File: src/design/isc_pkg.sv
// Package for the indexed sequence store: sizes, operation and status codes,
// and the command that the top level broadcasts to the row of storage cells.
// No dependencies.
package isc_pkg;

    localparam int CAPACITY = 64;
    localparam int DATA_W   = 32;
    localparam int POS_W    = 6;
    localparam int CNT_W    = $clog2(CAPACITY + 1);
    localparam int CMP_W    = (CNT_W > POS_W) ? CNT_W : POS_W;

    typedef enum logic [2:0] {
        MODE_CLEAR  = 3'd0,
        MODE_APPEND = 3'd1,
        MODE_INSERT = 3'd2,
        MODE_READ   = 3'd3,
        MODE_DELETE = 3'd4
    } t_mode;

    typedef enum logic [1:0] {
        STATUS_OK    = 2'd0,
        STATUS_FULL  = 2'd1,
        STATUS_RANGE = 2'd2
    } t_status;

    typedef enum logic [1:0] {
        CELL_HOLD,
        CELL_INSERT,
        CELL_DELETE
    } t_cell_op;

    typedef struct packed {
        t_cell_op                  op;
        logic [CMP_W-1:0]          pos;
        logic signed [DATA_W-1:0]  value;
    } t_cell_cmd;

endpackage

File: src/design/isc_cell.sv
// One storage cell of the indexed sequence store: holds one element and takes
// its neighbor's value when an insert or delete shifts the row.
// Depends on isc_pkg.
module isc_cell
    import isc_pkg::*;
(
    input  logic                     i_clk,
    input  logic [CMP_W-1:0]         i_index,
    input  t_cell_cmd                i_cmd,
    input  logic signed [DATA_W-1:0] i_left,
    input  logic signed [DATA_W-1:0] i_right,
    output logic signed [DATA_W-1:0] o_data,
    output logic signed [DATA_W-1:0] o_read
);

    logic signed [DATA_W-1:0] r_data;
    logic signed [DATA_W-1:0] n_data;

    always_comb begin
        n_data = r_data;
        case (i_cmd.op)
            CELL_INSERT: begin
                if (i_index == i_cmd.pos) begin
                    n_data = i_cmd.value;
                end else if (i_index > i_cmd.pos) begin
                    n_data = i_left;
                end
            end
            CELL_DELETE: begin
                if (i_index >= i_cmd.pos) begin
                    n_data = i_right;
                end
            end
            default: begin
                n_data = r_data;
            end
        endcase
    end

    always_ff @(posedge i_clk) begin
        r_data <= n_data;
    end

    assign o_data = r_data;
    assign o_read = (i_index == i_cmd.pos) ? r_data : '0;

endmodule

File: config.mk
export PLATFORM = sky130hd
export DESIGN_NAME = isc_cell
export DESIGN_NICKNAME = d
export VERILOG_FILES = /design/src/design/isc_pkg.sv /design/src/design/isc_cell.sv
export SDC_FILE = /design/constraint.sdc
export NUM_CORES = 1
export LEC_CHECK = 0
export BUFFER_PORTS_ARGS = -buffer_cell sky130_fd_sc_hd__buf_4
export CELL_PAD_IN_SITES_DETAIL_PLACEMENT = 0
export CELL_PAD_IN_SITES_GLOBAL_PLACEMENT = 1
export CORE_MARGIN = 2
export CORE_UTILIZATION = 26
export DETAILED_ROUTE_END_ITERATION = 8
export GPL_TIMING_DRIVEN = 0
export PLACE_DENSITY = 0.81
export SYNTH_ARGS = -nofsm -noshare
export SYNTH_HDL_FRONTEND = slang
export SYNTH_SLANG_ARGS = --single-unit
File: constraint.sdc
create_clock -name i_clk -period 3.73 [get_ports i_clk]
set_clock_uncertainty 0.1 [all_clocks]
set_input_delay 0.1865 -clock i_clk [delete_from_list [all_inputs] [get_ports i_clk]]
set_output_delay 0.1865 -clock i_clk [all_outputs]
set_load 0.01 [all_outputs]
==> impl_metrics.env, run 1 <==
export IMPL_cts_buffers=5
export IMPL_synthTopCellsByCount="a21oi_1 (58), and2_1 (32), edfxtp_1 (32)"
export IMPL_worstMarginPinSlew_ns=0.7775
export IMPL_fmax_mhz=442.2
export IMPL_drv_slew=0
export IMPL_core_area_sq_mm=0.008093
export IMPL_avgSynthCellArea_sq_um=9.257
export IMPL_largest_reg_flops=32
export IMPL_cts_tree="yes"
export IMPL_slowest_delay_ns=0.70
export IMPL_hp_start="i_right[5]"
export IMPL_diodes=0
export IMPL_worst_hold_path_type="input pin to flop"
export IMPL_clk_pin_slew_ns=0.06
export IMPL_drt_wl_total_microns=7085
export IMPL_io_buffers=176
export IMPL_swShare_pct=26.59
export IMPL_grt_pass1_wl_microns=10360
export IMPL_viasPerCell=4.404
export IMPL_netlist_area_sq_mm=0.002138
export IMPL_hold_ws_ns=0.1115
export IMPL_finish_utilization_pct=45.81
export IMPL_power_share_clock_pct=23.2
export IMPL_cp_end_kind="flop"
export IMPL_seq_area_frac_synth_pct=44.94
export IMPL_htreeDepth=2
export IMPL_worst_hold_path_endpoint="o_data[5]"
export IMPL_ys_ff_latch=32
export IMPL_worst_slew_margin_rel_pct=46.82
export IMPL_first_iter_violations=63
export IMPL_min_period_ns=2.262
export IMPL_crit_fanout=17
export IMPL_status="completed"
export IMPL_syn_inst=231
export IMPL_combPwrFrac_pct=30.3
export IMPL_period_share_pct=60.63
export IMPL_die_h_microns=94.69
export IMPL_num_vias=2290
export IMPL_grt_ovfl_total=0
export IMPL_cts_sinks=32
export IMPL_row_count=33
export IMPL_finalSetupViolations=0
export IMPL_start_kind="input pin"
export IMPL_dpl_worst_slack_ns=1.148
export IMPL_cp_data_arrival_time_ns=2.20
export IMPL_cts_resized=0
export IMPL_cts_hold_buffers_added=0
export IMPL_layout_drive_gt1_share_pct=48.19
export IMPL_start_util_pct=26.42
export IMPL_gp_congestion=0.7254
export IMPL_nets=537
export IMPL_crit_required_ns=3.67
export IMPL_synth_edff_count=32
export IMPL_switching_power_mw=0.2844
export IMPL_yosys_top_cells_area="edfxtp_1 (45%), a21oi_1 (14%), and2_1 (9.4%)"
export IMPL_cts_buffer_depth=2
export IMPL_syn_num_nets=353
export IMPL_place_inst=513
export IMPL_io_pins=177
export IMPL_cap_violations=0
export IMPL_yosysWarnings=0
export IMPL_yosysMostFrequentCell="a21oi_1"
export IMPL_hold_violations=0
export IMPL_fill_cells=813
export IMPL_power_density_mw_per_mm2=288.6
export IMPL_peakVddDrop_mv=0.1149
export IMPL_synth_top_area_cell="edfxtp_1"
export IMPL_fin_ws_ns=1.468
export IMPL_first_global_vias=2128
export IMPL_post_cts_setup_buffers=0
export IMPL_wl_per_cell_microns=13.63
export IMPL_die_w_microns=94.69
export IMPL_yosysTopAreaCellShare_pct=44.94
export IMPL_fin_cells=520
export IMPL_cp_cell_sequence="buf_4 -> inv_1 -> ha_1 -> clkbuf_1 -> nor2_1 -> a2111oi_0 -> a21oi_4 -> buf_16"
export IMPL_hpwl_microns=5721
export IMPL_cts_root_buffer="clkbuf_8"
export IMPL_firstDrtPassIters=4
export IMPL_rsz0062_at_grt="false"
export IMPL_grt_antenna_before_repair=0
export IMPL_critPathKind="input pin to flop"
export IMPL_synth_cell_type_count=22
export IMPL_drc_errors=0
export IMPL_grt_use_total_pct=15.12
export IMPL_leakagePower_nw=1.800
export IMPL_p_int_mw=0.7854
export IMPL_slowest_stage="a2111oi_0"
export IMPL_async_reset_ff_share_pct=0
export IMPL_finalPower_mw=1.070
export IMPL_synth_ff_type="edfxtp_1"
export IMPL_ant_nets=0
export IMPL_p_seq_share_pct=46.5
export IMPL_area_growth_pct=73.38
export IMPL_hold_depth=2
export IMPL_dieArea_sq_mm=0.008965
export IMPL_grt_max_degree=18
## worst max-delay path by stage
stage | startpoint | endpoint | slack (ns) | cells past startpoint
3_5_place_dp | i_cmd[39] | o_data[13] | 1.15 | 8
5_1_grt | i_cmd[39] | o_data[31] | 1.26 | 8
6_report | i_cmd[39] | o_data[15] | 1.47 | 8
4_1_cts | i_cmd[39] | o_data[15] | 1.44 | 8
2_1_floorplan | i_cmd[38] | o_data[0] | 0.74 | 5
3_3_place_gp | i_index[6] | o_data[12] | -0.28 | 5
## kinds of logic (layout without fill, tap and decap cells)
kind of cell	after synthesis	in the layout	share of synthesized area, %
muxes	8	8	4.213
buffers and inverters	26	210	5.617
adders and majority gates	9	9	5.266
AOI/OAI and AO/OA	61	61	14.75
and+or+nand+nor	95	95	25.22
DFF	32	32	44.94
## power by group through the flow
stage	registers (mW)	clock network, mW	logic [mW]
2_1_floorplan	0.530	0	0.0848
3_3_place_gp	0.508	0	0.312
3_5_place_dp	0.506	0	0.327
4_1_cts	0.499	0.262	0.328
5_1_grt	0.505	0.276	0.355
6_report	0.498	0.248	0.324
## per-stage QoR
stage	setup TNS [ns]	cell area, sq um
6_report	0	3707
5_1_grt	0	3707
4_1_cts	0	3707
3_5_place_dp	0	3630
3_3_place_gp	-8.851	3591
2_1_floorplan	0	2138
## layout by cell type (no fill, tap or decap)
cell       Yosys  routed
a21oi_4        0       1
buf_16         0       1
nand4_4        1       1
a211o_1        1       1
and4_1         1       1
ha_1           9       9
nor2b_1       28      28
nand2_1       29      29
clkbuf_1       5       6
a21oi_1       58      57
buf_1          2       2
buf_2          3       3
a2111oi_0      1       1
buf_4          4     180
nand2b_1       1       1
nor2_1         2       2
clkbuf_8       0       5
and4_4         1       1
mux2_1         4       4
edfxtp_1      32      32
and2_1        32      32
mux2_2         4       4
clkinv_2       0       1
o211ai_1       1       1
clkbuf_2       3       3
inv_1          9       9
## area by class of cell
class	instances	area, sq um	area share [%]
clock inverters	1	5.005	0.1350
flip-flops and latches	32	960.9	25.92
inverters	9	33.78	0.9112
multi-input cells	173	1069	28.82
plain buffers	17	86.33	2.329
clock buffers	6	72.57	1.957
well taps	105	131.4	3.544
repair buffers	177	1349	36.38
## per-layer routing
layer  global-route usage [%]  part of all wire [%]  up-vias
li1                         -                     -     1154
met1                    18.42                    42     1022
met3                    3.272                   7.3        7
met5                        0                     0        -
met2                    26.95                    50      107
met4                    3.865                   1.1        0
## critical path: cells and delay by family
kind | cells | cell delay [ns]
compound gates | 2 | 1.05
buf+inv | 4 | 0.73
fa+ha+maj | 1 | 0.13
simple gates | 1 | 0.09
No activity file was read; power rests on OpenSTA's default activity.
==> run 2: changes to the inputs <==
Clock period 3.73 ns to 2.3 ns, I/O delays scaled along.
==> impl_metrics.env, run 2 (synthesized netlist as in run 1, its figures left out) <==
export IMPL_die_h_microns=94.69
export IMPL_power_share_clock_pct=23.9
export IMPL_fill_cells=818
export IMPL_hpwl_microns=5676
export IMPL_fin_setup_tns_ns=0
export IMPL_drv_slew=0
export IMPL_clk_pin_slew_ns=0.07
export IMPL_swShare_pct=27.11
export IMPL_fmax_mhz=486.2
export IMPL_htreeDepth=2
export IMPL_finalSetupViolations=0
export IMPL_combPwrFrac_pct=30.0
export IMPL_cts_buffers=5
export IMPL_p_int_mw=1.274
export IMPL_cp_end_kind="flop"
export IMPL_die_w_microns=94.69
export IMPL_fin_cells=520
export IMPL_start_kind="input pin"
export IMPL_cts_buffer_depth=2
export IMPL_cts_root_buffer="clkbuf_8"
export IMPL_drt_wl_total_microns=7122
export IMPL_gp_congestion=0.6928
export IMPL_crit_fanout=17
export IMPL_seq_area_sq_um=960.9
export IMPL_finalPower_mw=1.748
export IMPL_final_cell_area_sq_mm=0.003709
export IMPL_layout_drive_gt1_share_pct=48.19
export IMPL_first_global_vias=2199
export IMPL_area_growth_pct=73.43
export IMPL_grt_antenna_before_repair=0
export IMPL_fin_ws_ns=0.2431
export IMPL_dpl_cell_area_sq_mm=0.003630
export IMPL_cts_sinks=32
export IMPL_first_iter_violations=42
export IMPL_grt_use_total_pct=15.24
export IMPL_leakagePower_nw=1.800
export IMPL_io_pins=177
export IMPL_final_cell_mix="buf_4 (180), a21oi_1 (57), and2_1 (32), edfxtp_1 (32), nand2_1 (29)"
export IMPL_dieArea_sq_mm=0.008965
export IMPL_diodes=0
export IMPL_viasPerCell=4.435
export IMPL_min_period_ns=2.057
export IMPL_rsz0062_at_grt="false"
export IMPL_grt_pass1_wl_microns=10630
export IMPL_worst_hold_path_type="input pin to flop"
export IMPL_wl_per_cell_microns=13.70
export IMPL_nets=537
export IMPL_peakVddDrop_mv=0.2141
export IMPL_status="completed"
export IMPL_drc_errors=0
export IMPL_period_share_pct=89.43
export IMPL_p_seq_share_pct=46.1
export IMPL_hold_violations=0
export IMPL_ant_nets=0
export IMPL_grt_max_degree=18
export IMPL_critPathKind="input pin to flop"
export IMPL_core_area_sq_mm=0.008093
export IMPL_worstMarginPinSlew_ns=0.6539
export IMPL_finish_utilization_pct=45.83
export IMPL_multi_input_area_sq_mm=0.001070
export IMPL_num_vias=2306
export IMPL_io_buffers=176
export IMPL_dpl_worst_slack_ns=-0.2491
export IMPL_worst_slew_margin_rel_pct=56.31
export IMPL_start_util_pct=26.42
export IMPL_grt_ovfl_total=0
export IMPL_post_cts_setup_buffers=0
export IMPL_crit_required_ns=2.24
export IMPL_mostFrequentLayoutCell="buf_4"
export IMPL_power_density_mw_per_mm2=471.2
export IMPL_row_count=33
export IMPL_place_inst=513
export IMPL_largest_reg_flops=32
export IMPL_cp_data_arrival_time_ns=2.00
export IMPL_cts_tree="yes"
export IMPL_hold_ws_ns=0.04136
export IMPL_firstDrtPassIters=4
export IMPL_hold_depth=2
export IMPL_switching_power_mw=0.4738
export IMPL_cap_violations=0
[run 2: cell counts in the layout (fill, tap and decap cells not counted)]
No cell type changed its count.
[run 2: power groups by stage]
stage                     logic (mW)  clock network [mW]  registers (mW)
final                          0.524               0.418           0.806
after global placement         0.506                   0           0.821
after floorplan                0.139                   0           0.859
after detailed placement       0.530                   0           0.819
after global routing           0.576               0.456           0.816
after CTS                      0.531               0.440           0.808
[run 2: routing by layer]
| layer | track usage (%) | wire length, microns | part of all wire [%] |
|---|---|---|---|
| met1 | 17.95 | 2815 | 40 |
| met2 | 28.25 | 3633 | 51 |
| met3 | 3.192 | 614 | 8.6 |
| met5 | 0 | 0 | 0 |
| met4 | 3.382 | 58 | 0.81 |
[run 2: area by class of cell]
cell class	instances	area share, %
plain buffers	17	2.328
clock buffers	6	1.957
clock inverters	1	0.1350
inverters	9	0.9109
multi-input cells	173	28.85
flip-flops and latches	32	25.91
well taps	105	3.543
repair buffers	177	36.37
[run 2: worst paths after layout]
kind | startpoint | to
worst max-delay path | i_cmd[39] | o_data[17]
worst min-delay path | i_right[25] | o_data[25]
[run 2: what timing repair did]
action,4_1_cts,5_1_grt
hold buffers,0,0
endpoints found under the setup margin,0,16
gates resized for setup,0,1
[run 2: worst max-delay path: stages]
cell and delay (ns):
buf_4 0.12, inv_1 0.05, ha_1 0.13, clkbuf_1 0.27, nor2_1 0.09, a2111oi_1 0.63, a21oi_4 0.33, buf_16 0.25
==> run 3: changes to the inputs <==
Settings changed: CORE_MARGIN 2 to unset, SLEW_MARGIN set to 20.
==> impl_metrics.env, run 3 (synthesized netlist as in run 1, its figures left out) <==
export IMPL_status="completed"
export IMPL_firstDrtPassIters=6
export IMPL_nets=537
export IMPL_gp_congestion=0.7331
export IMPL_dpl_cell_area_sq_mm=0.003626
export IMPL_swShare_pct=25.72
export IMPL_crit_required_ns=2.24
export IMPL_combPwrFrac_pct=28.0
export IMPL_final_cell_mix="buf_4 (180), a21oi_1 (57), and2_1 (32), edfxtp_1 (32), nand2_1 (29)"
export IMPL_start_util_pct=27.25
export IMPL_io_pins=177
export IMPL_final_cell_area_sq_mm=0.003735
export IMPL_drc_errors=0
export IMPL_cp_end_kind="flop"
export IMPL_p_int_mw=1.390
export IMPL_first_global_vias=2215
export IMPL_peakVddDrop_mv=0.2288
export IMPL_cts_sinks=32
export IMPL_layout_drive_gt1_share_pct=48.32
export IMPL_worstMarginPinSlew_ns=0.6380
export IMPL_wl_per_cell_microns=13.80
export IMPL_die_w_microns=92.69
export IMPL_min_period_ns=2.029
export IMPL_row_count=32
export IMPL_finish_utilization_pct=47.59
export IMPL_finalPower_mw=1.871
export IMPL_grt_ovfl_total=0
export IMPL_drt_wl_total_microns=7149
export IMPL_drv_slew=0
export IMPL_seq_area_sq_um=960.9
export IMPL_fin_setup_tns_ns=0
export IMPL_cts_buffer_depth=2
export IMPL_slowest_delay_ns=0.60
export IMPL_hpwl_microns=5702
export IMPL_clk_pin_slew_ns=0.08
export IMPL_power_density_mw_per_mm2=501.0
export IMPL_grt_use_total_pct=15.94
export IMPL_cp_cell_sequence="buf_4 -> inv_1 -> ha_1 -> clkbuf_1 -> nor2_1 -> a2111oi_1 -> a21oi_4 -> buf_16"
export IMPL_cap_violations=0
export IMPL_htreeDepth=2
export IMPL_viasPerCell=4.411
export IMPL_hold_violations=0
export IMPL_crit_fanout=17
export IMPL_grt_antenna_before_repair=0
export IMPL_fmax_mhz=492.9
export IMPL_start_kind="input pin"
export IMPL_grt_pass1_wl_microns=10720
export IMPL_dieArea_sq_mm=0.008591
export IMPL_switching_power_mw=0.4813
export IMPL_num_vias=2285
export IMPL_mostFrequentLayoutCell="buf_4"
export IMPL_worst_slew_margin_rel_pct=57.37
export IMPL_p_seq_share_pct=43.2
export IMPL_cts_root_buffer="clkbuf_8"
export IMPL_critPathKind="input pin to flop"
export IMPL_io_buffers=176
export IMPL_area_growth_pct=74.66
export IMPL_die_h_microns=92.69
export IMPL_finalSetupViolations=0
export IMPL_largest_reg_flops=32
export IMPL_period_share_pct=88.20
export IMPL_fill_cells=783
export IMPL_grt_max_degree=18
export IMPL_power_share_clock_pct=28.8
export IMPL_first_iter_violations=56
export IMPL_ant_nets=0
export IMPL_worst_hold_path_type="input pin to flop"
export IMPL_leakagePower_nw=1.815
export IMPL_rsz0062_at_grt="false"
export IMPL_core_area_sq_mm=0.007848
export IMPL_cts_tree="yes"
export IMPL_cp_data_arrival_time_ns=1.96
export IMPL_slowest_stage="a2111oi_1"
export IMPL_cts_buffers=5
export IMPL_diodes=0
export IMPL_crit_family="compound AO/OA/AOI/OAI gates"
export IMPL_multi_input_area_sq_mm=0.001070
export IMPL_crit_buf_inv=4
run 3: routing by layer:
| metal | vias up | share of wire, % | global-route usage (%) | wire length [microns] |
|---|---|---|---|---|
| met5 | - | 0 | 0 | 0 |
| met4 | 0 | 0.80 | 3.462 | 57 |
| met3 | 5 | 7.9 | 3.448 | 563 |
| met2 | 112 | 51 | 30.25 | 3670 |
| met1 | 1012 | 40 | 18.10 | 2858 |
| li1 | 1156 | - | - | - |
run 3: cell type report:
cell class              instances  share of cell area (%)
flip-flops and latches         32                   25.73
plain buffers                  17                   2.312
clock buffers                   6                   1.943
clock inverters                 2                  0.9380
inverters                       9                  0.9045
multi-input cells             173                   28.64
well taps                     102                   3.417
repair buffers                177                   36.11
run 3: power by group through the flow:
| stage | logic, mW | registers, mW | clock network, mW |
|---|---|---|---|
| final | 0.525 | 0.808 | 0.538 |
| after global routing | 0.567 | 0.821 | 0.571 |
| after CTS | 0.531 | 0.811 | 0.557 |
| after detailed placement | 0.530 | 0.823 | 0 |
| after global placement | 0.506 | 0.823 | 0 |
| after floorplan | 0.139 | 0.859 | 0 |
run 3: stage by stage:
step           hold WS, ns  instances  worst slack (ns)
2_1_floorplan       0.2360        231           0.07954
3_3_place_gp        0.3258        509           -0.5650
3_5_place_dp        0.3223        510           -0.2400
4_1_cts            0.02126        518           0.05058
5_1_grt            0.02566        518            0.1318
6_report           0.03031        518            0.2714
run 3: final timing paths:
kind	start	endpoint	slack, ns	depth (start not counted)
min	i_right[10]	o_data[10]	0.03	2
max	i_cmd[39]	o_data[5]	0.27	8
run 3: what timing repair did:
| item | CTS | global route |
|---|---|---|
| resized for setup | 0 | 1 |
| endpoints found under the setup margin | 0 | 16 |
| endpoints found under the hold margin | 0 | 0 |
| buffers inserted | 0 | 0 |
| hold buffers | 0 | 0 |
